<file path="src/rtl/core/address_lease_pool_macros.svh">
// Assertion macros shared by the RTL of the address lease pool.
`ifndef ADDRESS_LEASE_POOL_MACROS_SVH
`define ADDRESS_LEASE_POOL_MACROS_SVH

`ifndef SYNTHESIS

// Implication checked on every rising edge of clk, quiet while in reset.
`define ALP_ASSERT(label, prop, msg) \
    label: assert property (@(posedge clk) disable iff (!rst_n) (prop)) else $error(msg);

// Condition that must never be true.
`define ALP_NEVER(label, cond, msg) \
    `ALP_ASSERT(label, !(cond), msg)

`else

`define ALP_ASSERT(label, prop, msg)

`define ALP_NEVER(label, cond, msg)

`endif

`endif

</file>
<file path="src/rtl/core/alp_pkg.sv">
`timescale 1ns / 1ps

package alp_pkg;

    localparam int POOL_DEPTH    = 256;
    localparam int IDX_W         = $clog2(POOL_DEPTH);
    localparam int ACT_W         = $clog2(POOL_DEPTH + 1);
    localparam int CMP_W         = (ACT_W > 9) ? ACT_W : 9;
    localparam int LEASE_MS_W    = 33;
    localparam int MS_PER_SECOND = 1000;
    localparam int PADDR_W       = 4;
    localparam int REG_IDX_W     = 2;

    typedef enum logic [1:0] {
        OP_TICK     = 2'd0,
        OP_DISCOVER = 2'd1,
        OP_REQUEST  = 2'd2,
        OP_OTHER    = 2'd3
    } opcode_t;

    typedef enum logic [REG_IDX_W-1:0] {
        REG_BASE    = 2'd0,
        REG_COUNT   = 2'd1,
        REG_LEASE   = 2'd2,
        REG_TIMEOUT = 2'd3
    } reg_idx_t;

    typedef struct packed {
        logic        offered;
        logic        acked;
        logic [31:0] stamp;
    } entry_t;

    localparam int ENTRY_W = $bits(entry_t);

    typedef struct packed {
        logic [31:0]           base;
        logic [ACT_W-1:0]      active_cnt;
        logic [LEASE_MS_W-1:0] lease_ms;
        logic [31:0]           offer_timeout;
    } cfg_t;

endpackage

</file>
<file path="src/rtl/core/alp_cfg.sv">
`timescale 1ns / 1ps

module alp_cfg (
    input  logic                        clk,
    input  logic                        rst_n,
    input  logic                        psel,
    input  logic                        penable,
    input  logic                        pwrite,
    input  logic [alp_pkg::PADDR_W-1:0] paddr,
    input  logic [31:0]                 pwdata,
    output logic [31:0]                 prdata,
    output logic                        pready,
    output alp_pkg::cfg_t               cfg
);
    import alp_pkg::*;

    localparam logic [ACT_W-1:0] ACT_RESET =
        (256 > POOL_DEPTH) ? ACT_W'(POOL_DEPTH) : ACT_W'(256);
    localparam logic [LEASE_MS_W-1:0] LEASE_MS_RESET = LEASE_MS_W'(3600 * MS_PER_SECOND);

    logic [31:0]           base_reg;
    logic [8:0]            count_reg;
    logic [22:0]           lease_reg;
    logic [31:0]           timeout_reg;
    logic [ACT_W-1:0]      act_reg;
    logic [LEASE_MS_W-1:0] lease_ms_reg;

    logic                  wr;
    reg_idx_t              reg_idx;
    logic [ACT_W-1:0]      act_next;
    logic [LEASE_MS_W-1:0] lease_ms_next;

    assign pready  = 1'b1;
    assign wr      = psel && penable && pwrite && pready;
    assign reg_idx = reg_idx_t'(paddr[PADDR_W-1:2]);

    // saturate the pool size at the memory depth
    assign act_next = (CMP_W'(count_reg) > CMP_W'(POOL_DEPTH)) ? ACT_W'(POOL_DEPTH)
                                                                : ACT_W'(count_reg);
    assign lease_ms_next = LEASE_MS_W'(lease_reg) * LEASE_MS_W'(MS_PER_SECOND);

    always_ff @(posedge clk or negedge rst_n)
    begin
        if (!rst_n)
        begin
            base_reg     <= '0;
            count_reg    <= 9'd256;
            lease_reg    <= 23'd3600;
            timeout_reg  <= 32'd5000;
            act_reg      <= ACT_RESET;
            lease_ms_reg <= LEASE_MS_RESET;
        end
        else
        begin
            act_reg      <= act_next;
            lease_ms_reg <= lease_ms_next;
            if (wr)
            begin
                case (reg_idx)
                    REG_BASE:    base_reg    <= pwdata;
                    REG_COUNT:   count_reg   <= pwdata[8:0];
                    REG_LEASE:   lease_reg   <= pwdata[22:0];
                    REG_TIMEOUT: timeout_reg <= pwdata;
                    default:     ;
                endcase
            end
        end
    end

    always_comb
    begin
        case (reg_idx)
            REG_BASE:    prdata = base_reg;
            REG_COUNT:   prdata = 32'(count_reg);
            REG_LEASE:   prdata = 32'(lease_reg);
            REG_TIMEOUT: prdata = timeout_reg;
            default:     prdata = '0;
        endcase
    end

    assign cfg.base          = base_reg;
    assign cfg.active_cnt    = act_reg;
    assign cfg.lease_ms      = lease_ms_reg;
    assign cfg.offer_timeout = timeout_reg;

endmodule

</file>
<file path="config.mk">
export PLATFORM = sky130hd
export DESIGN_NAME = alp_cfg
export DESIGN_NICKNAME = d
export VERILOG_FILES = /design/src/rtl/core/address_lease_pool_macros.svh /design/src/rtl/core/alp_pkg.sv /design/src/rtl/core/alp_cfg.sv
export SDC_FILE = /design/constraint.sdc
export NUM_CORES = 1
export LEC_CHECK = 0
export BUFFER_PORTS_ARGS = -buffer_cell sky130_fd_sc_hd__buf_2
export CORE_AREA = 2 2 166 168
export DETAILED_ROUTE_END_ITERATION = 10
export DIE_AREA = 0 0 168 170
export PLACE_DENSITY = 0.59
export SLEW_MARGIN = 10
export SYNTH_ARGS = -nofsm -noshare
export SYNTH_HDL_FRONTEND = slang
export SYNTH_SLANG_ARGS = --single-unit
</file>
<file path="constraint.sdc">
create_clock -name clk -period 5.4 [get_ports clk]
set_input_delay 0.54 -clock clk [delete_from_list [all_inputs] [get_ports clk]]
set_output_delay 0.54 -clock clk [all_outputs]
set_load 0.05 [all_outputs]
</file>
==> impl_metrics.csv, run 1 <==
group,metric,value,unit
run_status,outcome,"finished, final reports clean",
clock_network,htree_levels,4,
drt,drtAntennaViolNets,0,
floorplan,dieArea,0.0286,mm^2
sta,skew,11.3,ps
drt,wl,21600,um
synthesis,synth_top_area_cell,"dfrtp_1",
clock_network,cts_hold_buf,0,
synthesis,ys_warn_count,0,
worst_hold_path,min_path_type,"in2async",
grt,first_global_vias,6760,
floorplan,die_w,168,um
sta,finalMaxSlewViolations,0,
synthesis,synth_ff_type,"dfrtp_1",
placement,dp_hpwl,16400,um
grt,grt_pass1_wl,35700,um
sta,worst-slew-pin-transition,1090,ps
placement,io_buffer_count,173,
floorplan,die_h,170,um
sta,finalSetupViolations,0,
drt,vias,6424,
placement,place.gp.congestion,0.827,
clock_network,clock_latency,430,ps
worst_setup_path,start_kind,"register",
sta,fin_crit_sh,88.8,%
worst_setup_path,crit_chain,"inv_1 > fa_1 > fa_1 > fa_1 > inv_1 > fa_1 > ha_1 > and3_4 > a221o_1 > o311ai_2 > o211ai_2 > nand3b_1 > and3_1",
grt,antenna_found_initial,2,
layout,fillers,2590,
layout,fin_nets,1147,
layout,multi_input_area,0.00523,mm^2
worst_setup_path,setup.worst_path.end_class,"register",
grt,grt_overflow,0,
floorplan,row_count,60,
synthesis,syn_inst,790,
flow_run,cap_violations,0,
synthesis,syn-cell-area,0.00920,mm^2
drt,avgRoutedWirePerCell,16.5,um
synthesis,synthArstFlopShare,100,%
worst_setup_path,required,5720,ps
grt,grt_max_degree,103,
synthesis,ys_types,60,
drt,avgViaCountPerCell,4.90,
synthesis,synth_area_per_cell,11.6,um^2
clock_network,cts.sink_count,135,
sta,rsz0062_at_grt,"no",
worst_setup_path,worst-setup-path-type,"reg2reg",
sta,clock.fmax,209,MHz
layout,seq_area,0.00341,mm^2
layout,drive_above_1_share,34.3,%
sta,fin_crit,4790,ps
clock_network,cts_resized,0,
synthesis,synth_top_area_share,30.7,%
clock_network,cts_tree,"built",
drt,drc,0,
floorplan,core_area,0.0267,mm^2
worst_setup_path,worstPathMaxFanout,7,
worst_setup_path,critPathMaxStageDelay,600,ps
worst_setup_path,cpMostUsedCell,"fa_1",
sta,hold_viol_final,0,
clock_network,root_buffer,"clkbuf_16",
clock_network,clk_pin_slew_worst_paths,70,ps
layout,area_delta_synth_final,20.6,%
worst_setup_path,arrival,5110,ps
synthesis,yosys-top-cells-area,"dfrtp_1 31%, fa_1 18%, mux2_2 9.2%",
clock_network,numCtsBuffers,17,
floorplan,start_util,34.5,%
grt,grt_usage,16.0,%
clock_network,max-clock-path-buffers,2,
worst_setup_path,cp_top_family,"adder cells",
layout,layout_commonest_cell,"buf_2",
floorplan,io-pin-count,180,
sta,setup_tns,0,ps
worst_setup_path,critPathSlowestCell,"dfstp_2",
drt,drt_pass1_iterations,4,
layout,final_cell_mix,"172 x buf_2, 115 x inv_1, 113 x dfrtp_1",
synthesis,seq_area_frac_synth,37.0,%
synthesis,synth_edf_count,0,
sta,relSlewSlack,27.3,%
synthesis,yosys_register_bits,135,
clock_network,post_cts_buffers,0,
drt,first_iter_violations,275,
worst_setup_path,path_buf_inv,2,
-- area by class of cell --
class | instances | area share [%]
inverters | 115 | 3.89
well taps | 341 | 3.85
flip-flops and latches | 135 | 30.7
repair buffers | 179 | 8.27
clock buffers | 18 | 3.96
clock inverters | 14 | 2.10
multi-input cells | 509 | 47.2
diodes | 1 | 0.0226
-- worst reg2reg max path, cell delays in order, from the launching register on --
cell	delay [ps]
dfstp_2	600
inv_1	140
fa_1	480
fa_1	530
fa_1	520
inv_1	50
fa_1	460
ha_1	410
and3_4	230
a221o_1	360
o311ai_2	300
o211ai_2	230
nand3b_1	210
and3_1	170
-- worst paths after layout --
path	startpoint	end	slack, ps	depth (start not counted)
max reg2reg	lease_reg[4]	lease_ms_reg[28]	610	13
min in group clk	pwdata[21]	lease_reg[21]	350	3
min reg2reg	count_reg[8]	act_reg[8]	460	0
max in group asynchronous	rst_n	lease_ms_reg[20]	4190	2
max	lease_reg[4]	lease_ms_reg[28]	610	13
min	rst_n	lease_ms_reg[8]	210	1
-- per-stage QoR --
step	area, um^2	util [%]	setup slack [ps]	hold WS [ps]	std cells
2_1_floorplan	9200	-	1040	244	792
3_3_place_gp	10400	39.1	618	458	1279
3_5_place_dp	10400	39.1	584	463	1279
4_1_cts	11100	41.6	570	266	1311
5_1_grt	11100	41.6	383	304	1311
6_report	11100	41.6	607	214	1312
-- Yosys cell counts, drive strengths merged (2+ instances only) --
cell and number:
or2 2, o2111ai 2, nand3 12, ha 67, a21o 9, a22o 23
and2 3, inv 115, o21a 2, o21bai 2, o211ai 2, o22ai 2
nand2b 2, and3 4, o211a 2, nand2 49, mux4 9, nor2b 9
buf 13, dfstp 22, a31oi 4, conb 2, clkbuf 20, dfrtp 113
a211oi 2, xor2 5, a21oi 28, nor2 19, fa 82, o311ai 3
nor3 6, o21ai 43, xnor2 18, mux2 76, nand4 4
-- cells by family (layout without fill, tap and decap cells) --
logic type | count (synthesis) | in the layout | synth area share [%]
muxes | 86 | 86 | 11.6
other | 2 | 5 | 0.0817
buffers and inverters | 148 | 326 | 6.33
and+or+nand+nor | 115 | 115 | 5.92
DFF | 135 | 135 | 37.0
xor gates and xnor gates | 23 | 23 | 2.19
AOI/OAI and AO/OA | 132 | 132 | 9.86
adders and majority gates | 149 | 149 | 27.0
-- layer usage --
metal	routed length [um]	vias to the layer above	part of all wire [%]	GRT usage (%)
met5	7	-	0.032	0
met4	256	2	1.2	3.78
met3	1170	19	5.4	4.51
met2	10700	144	50	26.8
met1	9460	3275	44	20.6
li1	-	2984	-	-
Power of run 1 is left out: the tool's default activity adds up to more than one toggle a clock period on the data nets, which glitch-free logic cannot reach.
==> inputs of run 2 (changes only) <==
Settings changed: MAX_ROUTING_LAYER from default to met4.
==> impl_metrics.csv, run 2 (synthesis results as in run 1) <==
group,metric,value,unit
run_status,outcome,"finished, final reports clean",
layout,drive_above_1_share,34.3,%
drt,avgViaCountPerCell,4.91,
worst_setup_path,worstPathMaxFanout,7,
floorplan,row_count,60,
clock_network,clk_pin_slew_worst_paths,70,ps
drt,first_iter_violations,247,
drt,avgRoutedWirePerCell,16.5,um
drt,drc,0,
drt,vias,6447,
floorplan,die_h,170,um
clock_network,root_buffer,"clkbuf_16",
sta,fin_crit,4790,ps
worst_setup_path,required,5720,ps
worst_setup_path,worst-setup-path-type,"reg2reg",
flow_run,cap_violations,0,
layout,area_delta_synth_final,20.6,%
placement,io_buffer_count,173,
floorplan,start_util,34.5,%
worst_setup_path,start_kind,"register",
clock_network,numCtsBuffers,17,
grt,antenna_found_initial,2,
grt,first_global_vias,6764,
drt,wl,21600,um
clock_network,htree_levels,4,
drt,drt_pass1_iterations,4,
sta,skew,11.5,ps
layout,layout_commonest_cell,"buf_2",
layout,final_cell_mix,"172 x buf_2, 115 x inv_1, 113 x dfrtp_1",
sta,hold_viol_final,0,
floorplan,core_area,0.0267,mm^2
placement,dp_hpwl,16400,um
drt,drtAntennaViolNets,0,
sta,worst-slew-pin-transition,1100,ps
worst_hold_path,min_path_type,"in2async",
grt,grt_pass1_wl,35700,um
floorplan,io-pin-count,180,
sta,clock.fmax,209,MHz
clock_network,cts.sink_count,135,
worst_setup_path,setup.worst_path.end_class,"register",
sta,relSlewSlack,26.4,%
placement,place.gp.congestion,0.840,
grt,grt_overflow,0,
sta,setup_tns,0,ps
clock_network,cts_hold_buf,0,
sta,rsz0062_at_grt,"no",
clock_network,post_cts_buffers,0,
sta,finalSetupViolations,0,
clock_network,clock_latency,430,ps
sta,finalMaxSlewViolations,0,
worst_setup_path,arrival,5120,ps
clock_network,max-clock-path-buffers,2,
clock_network,cts_tree,"built",
layout,fin_nets,1147,
grt,grt_max_degree,103,
floorplan,dieArea,0.0286,mm^2
floorplan,die_w,168,um
worst_setup_path,worstRegToRegCells,13,
sta,fin_crit_sh,88.8,%
grt,grt_usage,16.5,%
clock_network,cts_resized,0,
[run 2: changes by cell type in the layout (fill, tap and decap cells not counted), sizes merged]
cell and change:
diode +1
[run 2: path summary, 6_finish.rpt]
path                                    from          endpoint  slack, ps
worst max-delay path            lease_reg[4]  lease_ms_reg[28]        610
worst min-delay path                   rst_n   lease_ms_reg[8]        230
worst max register to register  lease_reg[4]  lease_ms_reg[28]        610
worst min register to register  count_reg[8]        act_reg[8]        460
max in group asynchronous              rst_n  lease_ms_reg[18]       4180
min in group clk                  pwdata[21]     lease_reg[21]        350
[run 2: cell type report]
class	count	area, um^2
Antenna cell	2	5.00
Clock buffer	18	439
Clock inverter	14	233
Fill cell	2590	15600
Inverter	115	432
Multi-Input combinational cell	509	5230
Sequential cell	135	3410
Tap cell	341	427
Timing Repair Buffer	179	917
[run 2: worst max-delay path, stage by stage, from the launching register on]
cell and delay, ps:
dfstp_2 600, inv_1 140, fa_1 480, fa_1 530, fa_1 520, inv_1 50
fa_1 460, ha_1 410, and3_4 230, a221o_1 360, o311ai_2 300, o211ai_2 230
nand3b_1 210, and3_1 170
[run 2: routing by layer]
| layer | global-route usage [%] | share of wire, % | vias to the layer above |
|---|---|---|---|
| met3 | 4.14 | 5.1 | 23 |
| met2 | 26.9 | 50 | 154 |
| met1 | 20.8 | 44 | 3279 |
| met4 | 3.78 | 1.3 | 0 |
| li1 | - | - | 2991 |
| met5 | - | 0 | - |
[run 2: through the flow]
step	setup slack (ps)	util (%)	hold WS [ps]	area [um^2]	cells
floorplan	1040	-	244	9200	792
global placement	618	39.1	458	10400	1279
detailed placement	584	39.1	463	10400	1279
CTS	570	41.6	266	11100	1311
global route	383	41.6	290	11100	1313
finish	606	41.6	226	11100	1313
Power of run 2 is left out for the same reason.
==> inputs of run 3 (changes only) <==
Settings changed: MAX_ROUTING_LAYER met4 to default, SLEW_MARGIN 10 to 40.
==> impl_metrics.csv, run 3 (synthesis results as in run 1) <==
group,metric,value,unit
layout,final_cell_mix,"172 x buf_2, 115 x inv_1, 113 x dfrtp_1",
placement,placed_area,0.0104,mm^2
floorplan,io-pin-count,180,
layout,fin_area,0.0111,mm^2
clock_network,cts_hold_buf,0,
worst_setup_path,worstRegToRegCells,13,
grt,grt_max_degree,103,
sta,relSlewSlack,48.8,%
drt,drt_pass1_iterations,4,
worst_setup_path,start_kind,"register",
floorplan,row_count,60,
grt,first_global_vias,6782,
sta,finalSetupViolations,0,
floorplan,dieArea,0.0286,mm^2
drt,avgRoutedWirePerCell,16.5,um
drt,wl,21600,um
sta,skew,10.5,ps
worst_setup_path,reg2reg_to,"lease_ms_reg[28]",
worst_setup_path,arrival,5110,ps
sta,fin_crit,4790,ps
clock_network,clk_pin_slew_worst_paths,70,ps
clock_network,cts_resized,0,
floorplan,core_area,0.0267,mm^2
floorplan,die_h,170,um
sta,fin_crit_sh,88.7,%
layout,fin_nets,1148,
worst_setup_path,timing.rr.start,"lease_reg[4]",
worst_setup_path,cpMostUsedCell,"fa_1",
grt,grt_usage,15.9,%
placement,place.gp.congestion,0.827,
sta,rsz0062_at_grt,"no",
clock_network,root_buffer,"clkbuf_16",
worst_setup_path,critPathMaxStageDelay,600,ps
layout,fillers,2589,
drt,avgViaCountPerCell,4.90,
floorplan,start_util,34.5,%
sta,setup_tns,0,ps
clock_network,post_cts_buffers,0,
clock_network,numCtsBuffers,17,
drt,drc,0,
grt,grt_pass1_wl,35600,um
placement,io_buffer_count,173,
layout,drive_above_1_share,34.4,%
sta,hold_viol_final,0,
worst_setup_path,rrSetupSlack,610,ps
layout,area_delta_synth_final,21.0,%
placement,dp_hpwl,16400,um
clock_network,htree_levels,4,
drt,first_iter_violations,266,
worst_setup_path,critPathSlowestCell,"dfstp_2",
layout,finish.utilization,41.8,%
worst_setup_path,endpoint,"lease_ms_reg[28]",
grt,grt_overflow,0,
flow_run,cap_violations,0,
sta,finalMaxSlewViolations,0,
grt,antenna_found_initial,2,
worst_hold_path,min_path_type,"in2async",
sta,clock.fmax,209,MHz
worst_setup_path,crit_chain,"inv_1 > fa_1 > fa_1 > fa_1 > inv_1 > fa_1 > ha_1 > and3_4 > a221o_1 > o311ai_2 > o211ai_2 > nand3b_1 > and3_1",
worst_setup_path,path_buf_inv,2,
worst_setup_path,setup.worst_path.end_class,"register",
layout,layout_commonest_cell,"buf_2",
sta,worst-slew-pin-transition,768,ps
worst_setup_path,required,5720,ps
worst_setup_path,worst-setup-path-type,"reg2reg",
drt,drtAntennaViolNets,0,
worst_setup_path,worst-path-stages,13,
clock_network,cts.sink_count,135,
worst_setup_path,worstPathMaxFanout,7,
clock_network,cts_tree,"built",
drt,vias,6436,
clock_network,clock_latency,430,ps
floorplan,die_w,168,um
run_status,outcome,"finished, final reports clean",
worst_setup_path,cp-startpoint,"lease_reg[4]",
worst_setup_path,cp_top_family,"adder cells",
clock_network,max-clock-path-buffers,2,
run 3: cell types whose count changed in the layout (fill, tap and decap cells not counted), sizes merged:
cell,delta
buf,+1
diode,-1
run 3: worst reg2reg max path: stages (launching register included):
cell	delay [ps]
dfstp_2	600
inv_1	130
fa_1	480
fa_1	530
fa_1	520
inv_1	50
fa_1	460
ha_1	410
and3_4	230
a221o_1	360
o311ai_2	300
o211ai_2	230
nand3b_1	210
and3_1	170
run 3: cell type report:
class | count | area, um^2 | share of cell area [%]
antenna | 1 | 2.50 | 0.0225
clock buffer | 18 | 439 | 3.95
clock inverter | 14 | 233 | 2.09
inverter | 115 | 432 | 3.88
multi-input combinational | 509 | 5250 | 47.1
sequential | 135 | 3410 | 30.6
tap | 341 | 427 | 3.83
timing repair buffer | 180 | 948 | 8.52
run 3: layer usage:
layer	routed length [um]	vias to the layer above	part of all wire [%]	global-route usage [%]
met5	7	-	0.032	0
met4	254	2	1.2	3.86
met3	1180	18	5.4	4.42
met2	10600	144	49	26.5
met1	9560	3283	44	20.6
li1	-	2989	-	-
run 3: worst min path at each step:
stage | from | to | cells after the start | slack [ps]
after floorplan | rst_n | act_reg[0] | 0 | 240
after global placement | count_reg[8] | act_reg[8] | 0 | 460
after detailed placement | count_reg[8] | act_reg[8] | 0 | 460
after CTS | rst_n | lease_ms_reg[8] | 1 | 180
after global routing | rst_n | lease_ms_reg[8] | 1 | 50
final | rst_n | lease_ms_reg[8] | 1 | 30
run 3: stage by stage:
stage          hold slack [ps]  setup slack, ps  cells
2_1_floorplan              244             1040    792
3_3_place_gp               458              618   1279
3_5_place_dp               464              584   1279
4_1_cts                    181              571   1311
5_1_grt                   45.2              383   1312
6_report                  28.2              611   1313
Power of run 3 is left out for the same reason.
